File: src/sv/mtep_pkg.sv
// ----------------------------------------------------------------------------
// mtep_pkg: shared types and constants
// Event kinds, parser phases, status byte codes and the queued event record.
// ----------------------------------------------------------------------------
package mtep_pkg;

  localparam int unsigned DeltaW = 28;

  typedef enum logic [1:0] {
    EV_NOTE_OFF = 2'd0,
    EV_NOTE_ON  = 2'd1,
    EV_END      = 2'd2,
    EV_ERROR    = 2'd3
  } event_kind_e;

  typedef enum logic [2:0] {
    PH_DELTA     = 3'd0,
    PH_HEAD      = 3'd1,
    PH_DATA1     = 3'd2,
    PH_DATA2     = 3'd3,
    PH_SKIP2     = 3'd4,
    PH_META_TYPE = 3'd5,
    PH_LEN       = 3'd6,
    PH_BODY      = 3'd7
  } phase_e;

  // status byte heads
  localparam logic [7:0] ST_SYSEX   = 8'hF0;
  localparam logic [7:0] ST_ESCAPE  = 8'hF7;
  localparam logic [7:0] ST_META_LO = 8'hF8;
  localparam logic [7:0] ST_META    = 8'hFF;
  localparam logic [7:0] META_EOT   = 8'h2F;

  // channel message commands (upper status nibble)
  localparam logic [3:0] CMD_NOTE_OFF = 4'h8;
  localparam logic [3:0] CMD_NOTE_ON  = 4'h9;
  localparam logic [3:0] CMD_POLY_AT  = 4'hA;
  localparam logic [3:0] CMD_CTRL     = 4'hB;
  localparam logic [3:0] CMD_PROG     = 4'hC;
  localparam logic [3:0] CMD_PRESS    = 4'hD;
  localparam logic [3:0] CMD_BEND     = 4'hE;

  typedef struct packed {
    event_kind_e        kind;
    logic [3:0]         chan;
    logic [7:0]         note;
    logic [DeltaW-1:0]  delta;
  } event_t;

endpackage

File: src/sv/mtep_front.sv
// ----------------------------------------------------------------------------
// mtep_front: track byte parser
// Decodes delta times, status with running status, data bytes and skips
// sysex/meta bodies; pushes note, end-of-track and error events.
// ----------------------------------------------------------------------------
module mtep_front
  import mtep_pkg::*;
(
  input  logic       clk_i,
  input  logic       rst_ni,
  input  logic       in_acc_i,
  input  logic [7:0] data_byte_i,
  output logic       push_o,
  output event_t     event_o
);

  phase_e             phase_q, phase_d;
  logic [7:0]         rs_q, rs_d;
  logic [DeltaW-1:0]  delta_q, delta_d;
  logic [DeltaW-1:0]  skip_q, skip_d;
  logic [7:0]         first_q, first_d;
  logic               meta_end_q, meta_end_d;

  logic               do_disp, do_finish, ev_push;
  logic [DeltaW-1:0]  skip_vlq, skip_dec;
  event_t             ev;

  assign skip_vlq = {skip_q[DeltaW-8:0], data_byte_i[6:0]};
  assign skip_dec = skip_q - DeltaW'(1);

  always_comb begin
    phase_d    = phase_q;
    rs_d       = rs_q;
    delta_d    = delta_q;
    skip_d     = skip_q;
    first_d    = first_q;
    meta_end_d = meta_end_q;
    do_disp    = 1'b0;
    do_finish  = 1'b0;
    ev_push    = 1'b0;
    ev.kind    = EV_NOTE_OFF;
    ev.chan    = '0;
    ev.note    = '0;
    ev.delta   = delta_q;

    unique case (phase_q)
      PH_DELTA: begin
        delta_d = {delta_q[DeltaW-8:0], data_byte_i[6:0]};
        phase_d = data_byte_i[7] ? PH_DELTA : PH_HEAD;
      end
      PH_HEAD: begin
        if (data_byte_i == ST_SYSEX || data_byte_i == ST_ESCAPE) begin
          rs_d       = '0;
          meta_end_d = 1'b0;
          skip_d     = '0;
          phase_d    = PH_LEN;
        end else if (data_byte_i >= ST_META_LO) begin
          meta_end_d = (data_byte_i == ST_META);
          phase_d    = PH_META_TYPE;
        end else if (data_byte_i[7]) begin
          rs_d    = data_byte_i;
          phase_d = PH_DATA1;
        end else begin
          // running status: this is already the first data byte
          first_d = data_byte_i;
          do_disp = 1'b1;
        end
      end
      PH_DATA1: begin
        first_d = data_byte_i;
        do_disp = 1'b1;
      end
      PH_DATA2: begin
        ev_push = 1'b1;
        ev.kind = (rs_q[7:4] == CMD_NOTE_ON && data_byte_i != 8'd0) ?
                  EV_NOTE_ON : EV_NOTE_OFF;
        ev.chan = rs_q[3:0];
        ev.note = first_q;
        phase_d = PH_DELTA;
        delta_d = '0;
      end
      PH_SKIP2: begin
        phase_d = PH_DELTA;
        delta_d = '0;
      end
      PH_META_TYPE: begin
        if (data_byte_i != META_EOT) begin
          meta_end_d = 1'b0;
        end
        skip_d  = '0;
        phase_d = PH_LEN;
      end
      PH_LEN: begin
        skip_d = skip_vlq;
        if (!data_byte_i[7]) begin
          if (skip_vlq == '0) begin
            do_finish = 1'b1;
          end else begin
            phase_d = PH_BODY;
          end
        end
      end
      PH_BODY: begin
        skip_d = skip_dec;
        if (skip_dec == '0) begin
          do_finish = 1'b1;
        end
      end
    endcase

    if (do_disp) begin
      unique case (rs_q[7:4])
        CMD_NOTE_OFF, CMD_NOTE_ON: begin
          phase_d = PH_DATA2;
        end
        CMD_POLY_AT, CMD_CTRL, CMD_BEND: begin
          phase_d = PH_SKIP2;
        end
        CMD_PROG, CMD_PRESS: begin
          phase_d = PH_DELTA;
          delta_d = '0;
        end
        default: begin
          // no usable status: report the data byte and drop running status
          ev_push = 1'b1;
          ev.kind = EV_ERROR;
          ev.note = data_byte_i;
          rs_d    = '0;
          phase_d = PH_DELTA;
          delta_d = '0;
        end
      endcase
    end

    if (do_finish) begin
      if (meta_end_q) begin
        ev_push = 1'b1;
        ev.kind = EV_END;
        rs_d    = '0;
      end
      meta_end_d = 1'b0;
      phase_d    = PH_DELTA;
      delta_d    = '0;
    end
  end

  always_ff @(posedge clk_i or negedge rst_ni) begin
    if (!rst_ni) begin
      phase_q    <= PH_DELTA;
      rs_q       <= '0;
      delta_q    <= '0;
      skip_q     <= '0;
      first_q    <= '0;
      meta_end_q <= 1'b0;
    end else if (in_acc_i) begin
      phase_q    <= phase_d;
      rs_q       <= rs_d;
      delta_q    <= delta_d;
      skip_q     <= skip_d;
      first_q    <= first_d;
      meta_end_q <= meta_end_d;
    end
  end

  assign push_o  = in_acc_i & ev_push;
  assign event_o = ev;

  // end of track always leaves running status cleared and a fresh delta
  a_eot_clears: assert property (@(posedge clk_i) disable iff (!rst_ni)
    push_o && event_o.kind == EV_END |=> rs_q == '0 && phase_q == PH_DELTA
                                         && delta_q == '0)
    else $error("end of track did not reset parser state");

endmodule

File: src/sv/mtep_queue.sv
// ----------------------------------------------------------------------------
// mtep_queue: event queue
// Small FIFO of decoded events between the parser and the output stage.
// ----------------------------------------------------------------------------
module mtep_queue
  import mtep_pkg::*;
#(
  parameter int unsigned Depth = 2
) (
  input  logic   clk_i,
  input  logic   rst_ni,
  input  logic   push_i,
  input  event_t push_data_i,
  input  logic   pop_i,
  output logic   full_o,
  output logic   head_valid_o,
  output event_t head_o
);

  localparam int unsigned AW = (Depth > 1) ? $clog2(Depth) : 1;
  localparam int unsigned CW = $clog2(Depth + 1);

  event_t          mem_q [Depth];
  logic [AW-1:0]   wr_ptr_q, rd_ptr_q;
  logic [CW-1:0]   count_q;
  logic            do_push, do_pop;

  assign full_o       = (count_q == CW'(Depth));
  assign head_valid_o = (count_q != '0);
  assign head_o       = mem_q[rd_ptr_q];
  assign do_push      = push_i & ~full_o;
  assign do_pop       = pop_i & head_valid_o;

  always_ff @(posedge clk_i) begin
    if (do_push) begin
      mem_q[wr_ptr_q] <= push_data_i;
    end
  end

  always_ff @(posedge clk_i or negedge rst_ni) begin
    if (!rst_ni) begin
      wr_ptr_q <= '0;
      rd_ptr_q <= '0;
      count_q  <= '0;
    end else begin
      if (do_push) begin
        wr_ptr_q <= (wr_ptr_q == AW'(Depth - 1)) ? '0 : wr_ptr_q + AW'(1);
      end
      if (do_pop) begin
        rd_ptr_q <= (rd_ptr_q == AW'(Depth - 1)) ? '0 : rd_ptr_q + AW'(1);
      end
      if (do_push && !do_pop) begin
        count_q <= count_q + CW'(1);
      end else if (do_pop && !do_push) begin
        count_q <= count_q - CW'(1);
      end
    end
  end

  a_count_bound: assert property (@(posedge clk_i) disable iff (!rst_ni)
    count_q <= CW'(Depth))
    else $error("queue count beyond depth");

  a_push_lost: assert property (@(posedge clk_i) disable iff (!rst_ni)
    push_i |-> !full_o)
    else $error("event pushed into full queue");

endmodule

File: src/sv/mtep_back.sv
// ----------------------------------------------------------------------------
// mtep_back: output stage
// Takes events from the queue, updates the channel mask and holds the result
// item until the consumer takes it.
// ----------------------------------------------------------------------------
module mtep_back
  import mtep_pkg::*;
(
  input  logic               clk_i,
  input  logic               rst_ni,
  input  logic               head_valid_i,
  input  event_t             head_i,
  output logic               pop_o,
  output logic               valid_o,
  input  logic               stall_i,
  output logic [1:0]         event_kind_o,
  output logic [3:0]         channel_o,
  output logic [7:0]         note_o,
  output logic [DeltaW-1:0]  delta_ticks_o,
  output logic [15:0]        channels_used_o
);

  logic          out_valid_q;
  event_t        out_q;
  logic [15:0]   mask_q, mask_d;
  logic [15:0]   used_q;
  logic          is_note;

  assign pop_o   = head_valid_i & (~out_valid_q | ~stall_i);
  assign is_note = (head_i.kind == EV_NOTE_OFF) || (head_i.kind == EV_NOTE_ON);

  always_comb begin
    mask_d = mask_q;
    if (is_note) begin
      mask_d = mask_q | (16'd1 << head_i.chan);
    end
  end

  always_ff @(posedge clk_i or negedge rst_ni) begin
    if (!rst_ni) begin
      out_valid_q <= 1'b0;
      mask_q      <= '0;
    end else begin
      if (pop_o) begin
        out_valid_q <= 1'b1;
        mask_q      <= mask_d;
      end else if (!stall_i) begin
        out_valid_q <= 1'b0;
      end
    end
  end

  always_ff @(posedge clk_i) begin
    if (pop_o) begin
      out_q  <= head_i;
      used_q <= mask_d;
    end
  end

  assign valid_o         = out_valid_q;
  assign event_kind_o    = out_q.kind;
  assign channel_o       = out_q.chan;
  assign note_o          = out_q.note;
  assign delta_ticks_o   = out_q.delta;
  assign channels_used_o = used_q;

  // channel mask only ever gains bits
  a_mask_grows: assert property (@(posedge clk_i) disable iff (!rst_ni)
    ##1 (mask_q & $past(mask_q)) == $past(mask_q))
    else $error("channel mask lost a bit");

endmodule

File: src/sv/midi_track_event_parser.sv
// Path: a byte that completes an event pushes it into the queue as the byte is
//   accepted; the item then passes to the output register, which drives valid_o.
// Throughput: one byte per cycle, bounded by the 2-entry event queue and the
//   output register; stall_o rises only while the queue is full.
// Reset: asynchronous, active low; parser waits for a delta time, running
//   status and channel mask are cleared, queue and output are emptied.
// ----------------------------------------------------------------------------
// midi_track_event_parser: MIDI track chunk event parser
// Byte parser front end, event queue and output stage with channel mask.
// ----------------------------------------------------------------------------
module midi_track_event_parser
  import mtep_pkg::*;
#(
  parameter int unsigned QueueDepth = 2
) (
  input  logic         clk_i,
  input  logic         rst_ni,
  input  logic         valid_i,
  output logic         stall_o,
  input  logic [7:0]   data_byte_i,
  output logic         valid_o,
  input  logic         stall_i,
  output logic [1:0]   event_kind_o,
  output logic [3:0]   channel_o,
  output logic [7:0]   note_o,
  output logic [27:0]  delta_ticks_o,
  output logic [15:0]  channels_used_o
);

  logic   in_acc;
  logic   push, full, pop, head_valid;
  event_t push_ev, head_ev;

  assign stall_o = full;
  assign in_acc  = valid_i & ~full;

  mtep_front u_front (
    .clk_i       (clk_i),
    .rst_ni      (rst_ni),
    .in_acc_i    (in_acc),
    .data_byte_i (data_byte_i),
    .push_o      (push),
    .event_o     (push_ev)
  );

  mtep_queue #(
    .Depth (QueueDepth)
  ) u_queue (
    .clk_i        (clk_i),
    .rst_ni       (rst_ni),
    .push_i       (push),
    .push_data_i  (push_ev),
    .pop_i        (pop),
    .full_o       (full),
    .head_valid_o (head_valid),
    .head_o       (head_ev)
  );

  mtep_back u_back (
    .clk_i           (clk_i),
    .rst_ni          (rst_ni),
    .head_valid_i    (head_valid),
    .head_i          (head_ev),
    .pop_o           (pop),
    .valid_o         (valid_o),
    .stall_i         (stall_i),
    .event_kind_o    (event_kind_o),
    .channel_o       (channel_o),
    .note_o          (note_o),
    .delta_ticks_o   (delta_ticks_o),
    .channels_used_o (channels_used_o)
  );

endmodule

File: config.mk
export PLATFORM = sky130hd
export DESIGN_NAME = midi_track_event_parser
export DESIGN_NICKNAME = d
export VERILOG_FILES = /design/src/sv/mtep_pkg.sv /design/src/sv/mtep_front.sv /design/src/sv/mtep_queue.sv /design/src/sv/mtep_back.sv /design/src/sv/midi_track_event_parser.sv
export SDC_FILE = /design/constraint.sdc
export NUM_CORES = 1
export LEC_CHECK = 0
export BUFFER_PORTS_ARGS = -buffer_cell sky130_fd_sc_hd__clkbuf_2
export CAP_MARGIN = 20
export CORE_MARGIN = 5
export CORE_UTILIZATION = 40
export CTS_CLUSTER_DIAMETER = 200
export DETAILED_ROUTE_END_ITERATION = 8
export GPL_ROUTABILITY_DRIVEN = 0
export GPL_TIMING_DRIVEN = 0
export PLACE_DENSITY_LB_ADDON = 0.05
export SLEW_MARGIN = 20
export SYNTH_ARGS = -nofsm -noshare
export SYNTH_HDL_FRONTEND = slang
export SYNTH_SLANG_ARGS = --single-unit
File: constraint.sdc
create_clock -name clk_i -period 4.8 [get_ports clk_i]
set_input_delay 0.48 -clock clk_i [delete_from_list [all_inputs] [get_ports clk_i]]
set_output_delay 0.48 -clock clk_i [all_outputs]
set_load 0.05 [all_outputs]
* Yosys cells after proc, flatten, opt, wreduce, memory -nomap -nowiden
Memory sizes are Yosys's and may differ from the RTL's. Index checks and enable logic that the tools add are counted.
Word-level totals: register bits 155, bits in latches 0, bits in writable memories 84, ROM bits 0, output and inout bits 60, memories 1
Cells by class: $add $sub $neg 5, $mul 0, divide/modulo/power cells 0, magnitude comparators 1, eq/ne operators 30, shifts and indexed selects 1, mux-type cells 63, bitwise logic cells 10, reductions and logical operators 27
Memories:
- u_queue.mem_q | depth 2, bits a word 42, read ports 1, clocked after Yosys merged registers in 0, wr ports 1, RTL line mtep_queue.sv:23 | event_t mem_q [Depth];
Operator list (count):
- 28-bit two-way mux | 4
- 28-bit case mux with 4 select lines | 1
- 8-bit two-way mux | 13
- 28-bit logical NOT | 2
- 28-bit case mux with 2 select lines | 1
- 4-bit == test, second input constant | 7
- 28-bit by 1-bit subtractor with 28-bit output, second input constant | 1
- 8-bit == test, second input constant | 3
- 1-bit two-way mux | 23
- 3-bit two-way mux | 7
- 16-bit two-way mux | 1
- 16-bit OR | 1
- 8-bit case mux with 2 select lines | 1
- 1-bit by 4-bit << shifter with 16-bit output, first input constant | 1
- 3-bit case mux with 5 select lines | 1
- 14-bit two-way mux | 1
- 3-bit == test, second input constant | 4
- 2-bit two-way mux | 6
- 5-bit AND reduction | 2
- 8-bit greater-or-equal comparator, second input constant | 1
- 4-bit by 2-bit != test with 1-bit output, second input constant | 2
- 8-bit by 6-bit != test with 1-bit output, second input constant | 1
- 8-bit nonzero test | 1
- 7-bit nonzero test | 1
- other kinds (31) | 51

* Logic depth before layout (Yosys ltp)
Gate-level depths: netlist of the first run.
depth after elaboration 13, depth in mapped cells 12, mapped depth without buffers 12

* Modules after synthesis
A second synthesis of the first run with hierarchy kept.
Second synthesis, totals: cell total of the unflattened synthesis 879, area total of the unflattened synthesis 10985.5 sq um
By module, submodules not included:
- mtep_front | instances 1, cells an instance 582, area an instance 4770.8 sq um
- mtep_queue | instances 1, cells an instance 150, area an instance 3430.8 sq um
- mtep_back | instances 1, cells an instance 146, area an instance 2770.2 sq um
- midi_track_event_parser | instances 1, cells an instance 1, area an instance 13.8 sq um

* Least setup slack after synthesis of the first run
No wires, ideal clock.
kind flip-flop to flip-flop, start register u_front.skip_q[0], end memory u_queue.mem_q[0][0] in the netlist's numbering (enable), setup time 404 ps, data arrival time 4027 ps, required time 4396 ps, slack 369 ps, cell stages (with the launch flop) 10, period minus slack after synthesis 4431 ps, cell sequence dfrtp_1 > inv_1 > ha_1 > or4b_2 > nor3_1 > xor2_1 > a2111o_1 > or4_4 > a31oi_4 > and2_1
On the way: longest elaborated chain between the ends 9
RTL lines:
- start, declared | RTL line mtep_front.sv:20 | logic [DeltaW-1:0] skip_q, skip_d;
- start signal, assigned | RTL line mtep_front.sv:159 | skip_q <= skip_d;
- 28-bit by 1-bit subtractor with 28-bit output or 28-bit logical NOT (tied branches) | RTL line mtep_front.sv:29, mtep_front.sv:96
- 28-bit logical NOT or 1-bit two-way mux (tied branches) | RTL line mtep_front.sv:105, mtep_front.sv:96
- 1-bit two-way mux (on tied branches) | RTL line mtep_front.sv:105, mtep_front.sv:95
- 1-bit case mux with 2 select lines * | RTL line mtep_front.sv:46 | unique case (phase_q)
- 1-bit two-way mux * | RTL line mtep_front.sv:135 | if (do_finish) begin
- 1-bit bitwise AND * | RTL line mtep_front.sv:165 | assign push_o = in_acc_i & ev_push;
- 1-bit bitwise AND * | RTL line mtep_queue.sv:31 | assign do_push = push_i & ~full_o;
- via u_queue.do_push | RTL line mtep_queue.sv:26 | logic do_push, do_pop;
- 1-bit two-way mux * | RTL line mtep_queue.sv:35 | if (do_push) begin
- 1-bit two-way mux (implied by the code) * | RTL line mtep_queue.sv:36 | mem_q[wr_ptr_q] <= push_data_i;
- end, declared | RTL line mtep_queue.sv:23
Mark *: on every way through the listed nets, which the timed path passes. The rest lies on a longest branch.

* Final worst setup path of the first run
start register u_front.skip_q[0], end memory u_queue.mem_q[1][5] in the netlist's numbering (enable)
Same word-level chain as after synthesis.

==> results of run 1 <==
## layout make-up
| type | instances | area (um2) |
|---|---|---|
| fillers | 2333 | 13560 |
| flip-flops and latches | 239 | 6691 |
| multi-input cells | 529 | 3423 |
| clock buffers | 40 | 797.0 |
| repair buffers | 77 | 534.3 |
| well taps | 335 | 419.2 |
| plain buffers | 47 | 235.2 |
| clock inverters | 9 | 122.6 |
| inverters | 14 | 52.55 |
## stage by stage
step	cells	utilization
6_report	1290	0.4751
5_1_grt	1290	0.4751
4_1_cts	1290	0.4749
3_5_place_dp	1240	0.4389
3_3_place_gp	1233	0.4315
2_1_floorplan	829	-
## per-layer routing
layer	vias up	global-route usage	share of wire
li1	3358	-	-
met1	3561	0.2170	0.42
met2	281	0.2829	0.49
met3	61	0.02911	0.058
met4	0	0.05098	0.028
met5	-	0	0
## flip-flops by register name, indices dropped and copies added, names as in the netlist
name / cells
u_back.channel_o: 4
u_back.channels_used_o: 16
u_back.delta_ticks_o: 28
u_back.event_kind_o: 2
u_back.mask_q: 16
u_back.note_o: 8
u_back.valid_o: 1
u_front.delta_q: 28
u_front.first_q: 8
u_front.meta_end_q: 1
u_front.phase_q: 3
u_front.rs_q: 8
u_front.skip_q: 28
u_queue.count_q: 2
u_queue.mem_q: 84
u_queue.rd_ptr_q: 1
u_queue.wr_ptr_q: 1
## cells by family after synthesis
family,Yosys count,synth area share
DFF,239,0.6443
adders and majority gates,3,0.003615
and+or+nand+nor,223,0.1081
xor gates and xnor gates,11,0.009277
AOI/OAI and AO/OA,244,0.1558
muxes,48,0.05157
buffers and inverters,61,0.02735
## worst min-delay path by stage
| stage | startpoint | end | cells past startpoint |
|---|---|---|---|
| finish | stall_i | u_back.valid_o | 3 |
| global route | stall_i | u_back.valid_o | 3 |
| CTS | stall_i | u_back.valid_o | 3 |
| detailed placement | rst_ni | u_back.mask_q[3] | 1 |
| global placement | u_front.first_q[3] | u_front.first_q[3] | 2 |
| floorplan | rst_ni | u_back.mask_q[0] | 0 |
## worst max-delay path, delay by kind of cell (launching register included)
kind                     cells  cell delay [ps]
flip-flops                   1              470
adder cells (fa/ha/maj)      1              300
AND/OR/NAND/NOR              4             2020
AO/OA/AOI/OAI                2              700
buffers and inverters        3              510
XOR/XNOR                     1              110
## synth_stat cells (all sizes together), types with 4 or more instances
master  count  share of area
nor4       12         0.0078
nand3      11         0.0058
and3        5         0.0031
buf        10         0.0088
a21oi      28          0.013
inv        14         0.0051
nor2b       4         0.0024
nand2      68          0.025
o31ai       6         0.0043
clkbuf     37          0.013
nand4       8         0.0048
and2        9         0.0055
a32oi       6         0.0051
a31oi       5         0.0059
nor2       53          0.019
or4         5         0.0041
a22o        7         0.0059
o21a       16          0.012
nand2b      6         0.0036
mux2i       4         0.0039
mux2       44          0.048
xnor2       6         0.0051
a22oi      46          0.035
edfxtp    142           0.41
a21o       18          0.013
nor3       25          0.013
o21ai      99          0.051
dfrtp      97           0.23
xor2        5         0.0042
## report_power, final
part | total (W) | leakage [nW] | switching [W] | internal, W
clock network | 0.00209 | 0.445 | 0.000824 | 0.00127
logic | 0.00253 | 1.82 | 0.00177 | 0.000761
registers | 0.00309 | 2.59 | 0.000287 | 0.00280
## timing repair
action | 4_1_cts | 5_1_grt
endpoints found under the hold margin | 46 | 0
endpoints found under the setup margin | 0 | 30
resized for setup | 0 | 1
buffers inserted | 0 | 0
hold buffers | 1 | 0
==> flow_summary.rst, run 1 <==
.. list-table::
   :header-rows: 1

   * - Metric
     - Value
   * - Data arrival time at the worst-slack endpoint
     - 4670 ps
   * - Critical Path Start Type
     - flop
   * - Starting utilization of the core area
     - 0.4019
   * - Cell chain of the critical path
     - inv_1, ha_1, or4b_2, nor3_2, xor2_1, a2111o_1, or4_4, a31oi_4, and2_2, buf_16, buf_16
   * - Worst reg-to-reg path cell count
     - 11
   * - Largest net degree at the start of global routing
     - 58
   * - Clock Skew
     - approximately 26 ps
   * - Netlist Area Pre-Place
     - 10380 um2
   * - Static Leak
     - 4.856 nW
   * - Post-synth ARST share
     - 0.4059
   * - Initial antenna violation count
     - 0
   * - I/O pins
     - 72
   * - Die Outline Area
     - 29290 um2
   * - Vias in the first global route
     - 7158
   * - Overall overflow remaining after global route
     - 0
   * - Top_reg_cell synth
     - edfxtp_1
   * - Synthesized netlist net count
     - 844
   * - R2R Path End
     - u_queue.mem_q[1][5]
   * - Critical path's most frequent cell
     - buf_16
   * - Final hold viol count
     - 0
   * - Clock latency reported for the late side of the worst-skew pair
     - 550 ps
   * - Clock Path Buffers
     - 3
   * - First DRT Iteration DRCs
     - 493
   * - Number of buffers inserted during clock tree synthesis
     - 27
   * - R2r setup slk
     - 370 ps
   * - Outcome
     - finished, final reports clean
   * - Number of violations of the max-capacitance limit
     - 0
   * - Total via count in the routed design
     - 7261
   * - Core Region
     - between 20000 and 30000 um2
   * - Setup repair after global routing missed its margin
     - false
   * - YS warnings
     - 0
   * - Share of layout cells above drive strength 1
     - 0.2084
   * - Biggest fanout along the worst timing path
     - 20
   * - Number of antenna repair diodes
     - 0
   * - Smallest setup slack after layout
     - around 370 ps
   * - Root buffer selected by CTS
     - clkbuf_16
   * - Synthesis-to-finish area growth
     - 18.20%
   * - Commonest non-fill, non-tap cells in the layout
     - edfxtp_1, dfrtp_1, o21ai_0
   * - Clock H-tree levels
     - 1
   * - Worst slack at placement
     - between 150 and 200 ps
   * - Final-layout setup total negative slack
     - 0 ps
   * - Delay contributed by the slowest stage of the critical path
     - 690 ps
   * - Register area share after synthesis
     - 0.6443
   * - Worst hold slack
     - around 180 ps
   * - First element of the critical path
     - u_front.skip_q[0]
   * - Clock-pin slew on the worst setup and hold paths
     - 60 ps
   * - Min cycle time layout
     - 4431 ps
   * - Post-route antenna net violation count
     - 0
   * - Max Clock Freq
     - 225.7 MHz
   * - Tightest slew margin relative to the limit
     - 0.3584
   * - Peak supply drop
     - ~300 uV
   * - Average wire length per cell after detail routing
     - 19.02 um
   * - Cell type of the slowest stage on the worst timing path
     - or4b_2
   * - Required time at the endpoint of the critical path
     - roughly 5000 ps
   * - Number of nets at the end of the flow
     - 950
   * - Hold WC Path Type
     - input port to flop
   * - Final Max Tran Viols
     - 0
   * - Critical path endpoint category
     - flop
   * - Class of the most critical setup path
     - flop to flop
   * - Flop and latch count out of synthesis
     - 239
   * - Port Buf Inserts
     - 69
   * - Number of setup violations in the final report
     - 0
   * - Post-route cell area
     - between 10000 and 15000 um2
   * - Residual DRC count
     - 0
   * - DRT Wirelength
     - ~25 mm
   * - Drt pass-1 iters
     - 5
   * - Post-DP HPWL
     - 16.88 mm
   * - Sink count of the clock tree
     - 239
   * - Number of flops mapped to enable cells by yosys
     - 142
   * - Number of vias per cell after detailed routing
     - 5.629
   * - DP Area
     - between 10000 and 15000 um2
   * - Die X
     - 171.1 um
   * - Worst setup path end
     - u_queue.mem_q[1][5]
   * - Num rows
     - 59
   * - Global-route total usage across every layer
     - 0.1658
   * - Commonest non-fill, non-tap cell in the layout
     - edfxtp_1
   * - Power per unit of standard cell area
     - 627.7 nW/um2
   * - Transition time of the tightest slew-check pin
     - 962.4 ps
   * - Post-synthesis cell type count
     - 69
   * - Wire length of the first global-routing pass
     - 39.04 mm
   * - Startpoint of the worst-slack reg-to-reg timing path
     - u_front.skip_q[0]
   * - Die span in y
     - 171.1 um
   * - Gate count after technology mapping
     - 829
   * - Average footprint of a synthesized cell
     - 12.53 um2
   * - Crit share post-route
     - 0.9232
   * - TritonCTS clock tree
     - yes
   * - Overall power consumption
     - 0.007705 W
Power figures use the tool's default switching activity.
==> run 2: changes to the inputs <==
==> constraint.sdc (replaced) <==
create_clock -name clk_i -period 3.65 [get_ports clk_i]
set_input_delay 0.365 -clock clk_i [delete_from_list [all_inputs] [get_ports clk_i]]
set_output_delay 0.365 -clock clk_i [all_outputs]
set_load 0.05 [all_outputs]
==> flow_summary.rst, run 2 (synthesis results as in run 1) <==
.. list-table::
   :header-rows: 1

   * - Metric
     - Value
   * - Outcome
     - finished, final reports clean
   * - Commonest non-fill, non-tap cell in the layout
     - edfxtp_1
   * - Transition time of the tightest slew-check pin
     - 938.1 ps (-24.29 ps)
   * - Fraction of power consumed by sequential logic
     - 0.406 (+0.005)
   * - Share of layout cells above drive strength 1
     - 0.2193 (+0.01096)
   * - Average wire length per cell after detail routing
     - 19.80 um (+4.2%)
   * - Wire length of the first global-routing pass
     - 41.32 mm (+5.9%)
   * - Critical Path Start Type
     - flop
   * - Number of setup violations in the final report
     - 0 (unchanged)
   * - Final Max Tran Viols
     - 0 (unchanged)
   * - Number of buffers inserted during clock tree synthesis
     - 27 (unchanged)
   * - Final-layout setup total negative slack
     - 0 ps (unchanged)
   * - Clock Path Buffers
     - 3 (unchanged)
   * - Overall overflow remaining after global route
     - 0 (unchanged)
   * - Initial antenna violation count
     - 0 (unchanged)
   * - Static Leak
     - 4.838 nW (-0.38%)
   * - Critical path endpoint category
     - flop
   * - Crit share post-route
     - 0.9742 (+0.05102)
   * - Synthesis-to-finish area growth
     - 18.19% (about the same)
   * - Port Buf Inserts
     - 69 (unchanged)
   * - Delay contributed by the slowest stage of the critical path
     - 570 ps (-120 ps)
   * - Biggest fanout along the worst timing path
     - 10 (-50%)
   * - Number of violations of the max-capacitance limit
     - 0 (unchanged)
   * - Clock-pin slew on the worst setup and hold paths
     - 60 ps (about the same)
   * - Commonest non-fill, non-tap cells in the layout
     - edfxtp_1, dfrtp_1, o21ai_0
   * - Total via count in the routed design
     - 7310 (+0.67%)
   * - Clock H-tree levels
     - 1 (unchanged)
   * - Required time at the endpoint of the critical path
     - 4040 ps (-1000 ps)
   * - Clock Skew
     - 13.58 ps (-12.20 ps)
   * - Power per unit of standard cell area
     - 818.8 nW/um2 (+30%)
   * - Number of nets at the end of the flow
     - 957 (+0.74%)
   * - Number of vias per cell after detailed routing
     - 5.636 (+0.13%)
   * - Tightest slew margin relative to the limit
     - 0.3746 (+0.01619)
   * - Post-route antenna net violation count
     - 0 (unchanged)
   * - First DRT Iteration DRCs
     - 494 (+0.20%)
   * - Sink count of the clock tree
     - 239 (unchanged)
   * - Global-route total usage across every layer
     - 0.1768 (+0.01108)
   * - Starting utilization of the core area
     - 0.4019 (unchanged)
   * - Data arrival time at the worst-slack endpoint
     - 3940 ps (-730 ps)
   * - Drt pass-1 iters
     - 5 (unchanged)
   * - Critical path's most frequent cell
     - xor2_1
   * - Buffer and inverter count on the worst path
     - 1 (-2)
   * - Worst hold slack
     - 88.16 ps (-87.74 ps)
   * - Class of the most critical setup path
     - flop to flop
   * - Cell chain of the critical path
     - nor4_4, nand4_1, xnor2_1, or4b_1, or4_4, a31oi_4, buf_12, ha_1, xor2_1, nor2_1, xor2_1
   * - Die X
     - 171.1 um (unchanged)
   * - Largest net degree at the start of global routing
     - 52 (-10%)
   * - TritonCTS clock tree
     - yes
   * - Vias in the first global route
     - 7516 (+5.0%)
   * - Fraction of power consumed by the clock network
     - 0.259 (-0.012)
   * - Num rows
     - 59 (unchanged)
   * - Post-DP HPWL
     - 16.65 mm (-1.3%)
   * - Kind of cell adding the most delay to the critical path
     - simple AND/OR/NAND/NOR gates
   * - Final hold viol count
     - 0 (unchanged)
   * - Core Region
     - 25840 um2 (unchanged)
   * - Residual DRC count
     - 0 (unchanged)
   * - Share of total power consumed by net switching
     - 0.3735 (about the same)
   * - Largest register FFs
     - 84 (unchanged)
   * - DRT Wirelength
     - 25.69 mm (+4.7%)
   * - Peak supply drop
     - 479.1 uV (+62%)
   * - Die span in y
     - 171.1 um (unchanged)
   * - I/O pins
     - 72 (unchanged)
   * - Number of antenna repair diodes
     - 0 (unchanged)
   * - Clock latency reported for the late side of the worst-skew pair
     - 510 ps (-40 ps)
   * - Root buffer selected by CTS
     - clkbuf_16
   * - Hold WC Path Type
     - input port to flop
   * - Cell type of the slowest stage on the worst timing path
     - or4_4
   * - Comb pwr share
     - 0.336 (+0.008)
   * - Power dissipated by switching net loads
     - 0.003753 W (+30%)
   * - Die Outline Area
     - 29290 um2 (unchanged)
   * - Register with the most flip-flops
     - u_queue.mem_q
   * - Max Clock Freq
     - 281.2 MHz (+25%)
   * - Internal power summed over all cells
     - 0.006297 W (+30%)
   * - Min cycle time layout
     - 3556 ps (-875.4 ps)
## run 2: cell types whose count changed in the layout (fill, tap and decap cells not counted), sizes merged
| cell | delta |
|---|---|
| and2 | +6 |
| clkbuf | +3 |
| inv | -3 |
| buf | +1 |
## run 2: through the flow
step           total power, W  instance area, um2  std cells  setup slack, ps    util
2_1_floorplan        0.006523               10400        829            2.110       -
5_1_grt               0.01060               12270       1297           -2.539  0.4751
3_3_place_gp         0.007334               11160       1233           -638.5  0.4320
4_1_cts               0.01013               12230       1295            42.10  0.4733
3_5_place_dp         0.007433               11230       1236           -667.4  0.4347
6_report              0.01005               12270       1297            94.24  0.4751
## run 2: worst paths after layout
check,startpoint,end,slack (ps),depth (start not counted)
setup / recovery,u_front.skip_q[4],u_queue.count_q[1],90,11
hold / removal,stall_i,u_back.valid_o,90,3
setup reg to reg,u_front.skip_q[4],u_queue.count_q[1],90,11
hold reg to reg,u_front.first_q[3],u_front.first_q[3],480,2
max in group asynchronous,rst_ni,u_back.mask_q[2],2650,3
min in group asynchronous,rst_ni,u_front.skip_q[9],390,2
## run 2: layer usage
metal | GRT usage | routed length (um)
met1 | 0.2390 | 10980
met3 | 0.02726 | 1501
met4 | 0.06166 | 763
met2 | 0.2925 | 12440
met5 | 0 | 0
## run 2: power by group through the flow
stage	Sequential, W	Combinational [W]	Clock, W
global placement	0.00411	0.00323	0
CTS	0.00408	0.00338	0.00267
global route	0.00415	0.00366	0.00279
floorplan	0.00488	0.00164	0
detailed placement	0.00412	0.00331	0
finish	0.00408	0.00337	0.00260
## run 2: cell type report
cell class | count | area [um2]
Buffer | 47 | 235.2
Clock buffer | 43 | 777.0
Clock inverter | 6 | 81.33
Fill cell | 2340 | 13560
Inverter | 14 | 52.55
Multi-Input combinational cell | 535 | 3548
Sequential cell | 239 | 6694
Tap cell | 335 | 419.2
Timing Repair Buffer | 78 | 466.7
## run 2: timing repair
action | 4_1_cts | 5_1_grt
pin swaps | 7 | 1
setup buffers | 3 | 2
gates cloned | 6 | 0
hold buffers | 1 | 0
gates resized for setup | 14 | 8
hold endpoints to repair | 50 | 0
endpoints found under the setup margin | 107 | 85
## run 2: worst register-to-register path, cell delays in order, from the launching register on
cell and delay, ps:
dfrtp_1 520, nor4_4 530, nand4_1 200, xnor2_1 200, or4b_1 530, or4_4 570
a31oi_4 210, buf_12 160, ha_1 170, xor2_1 150, nor2_1 60, xor2_1 140
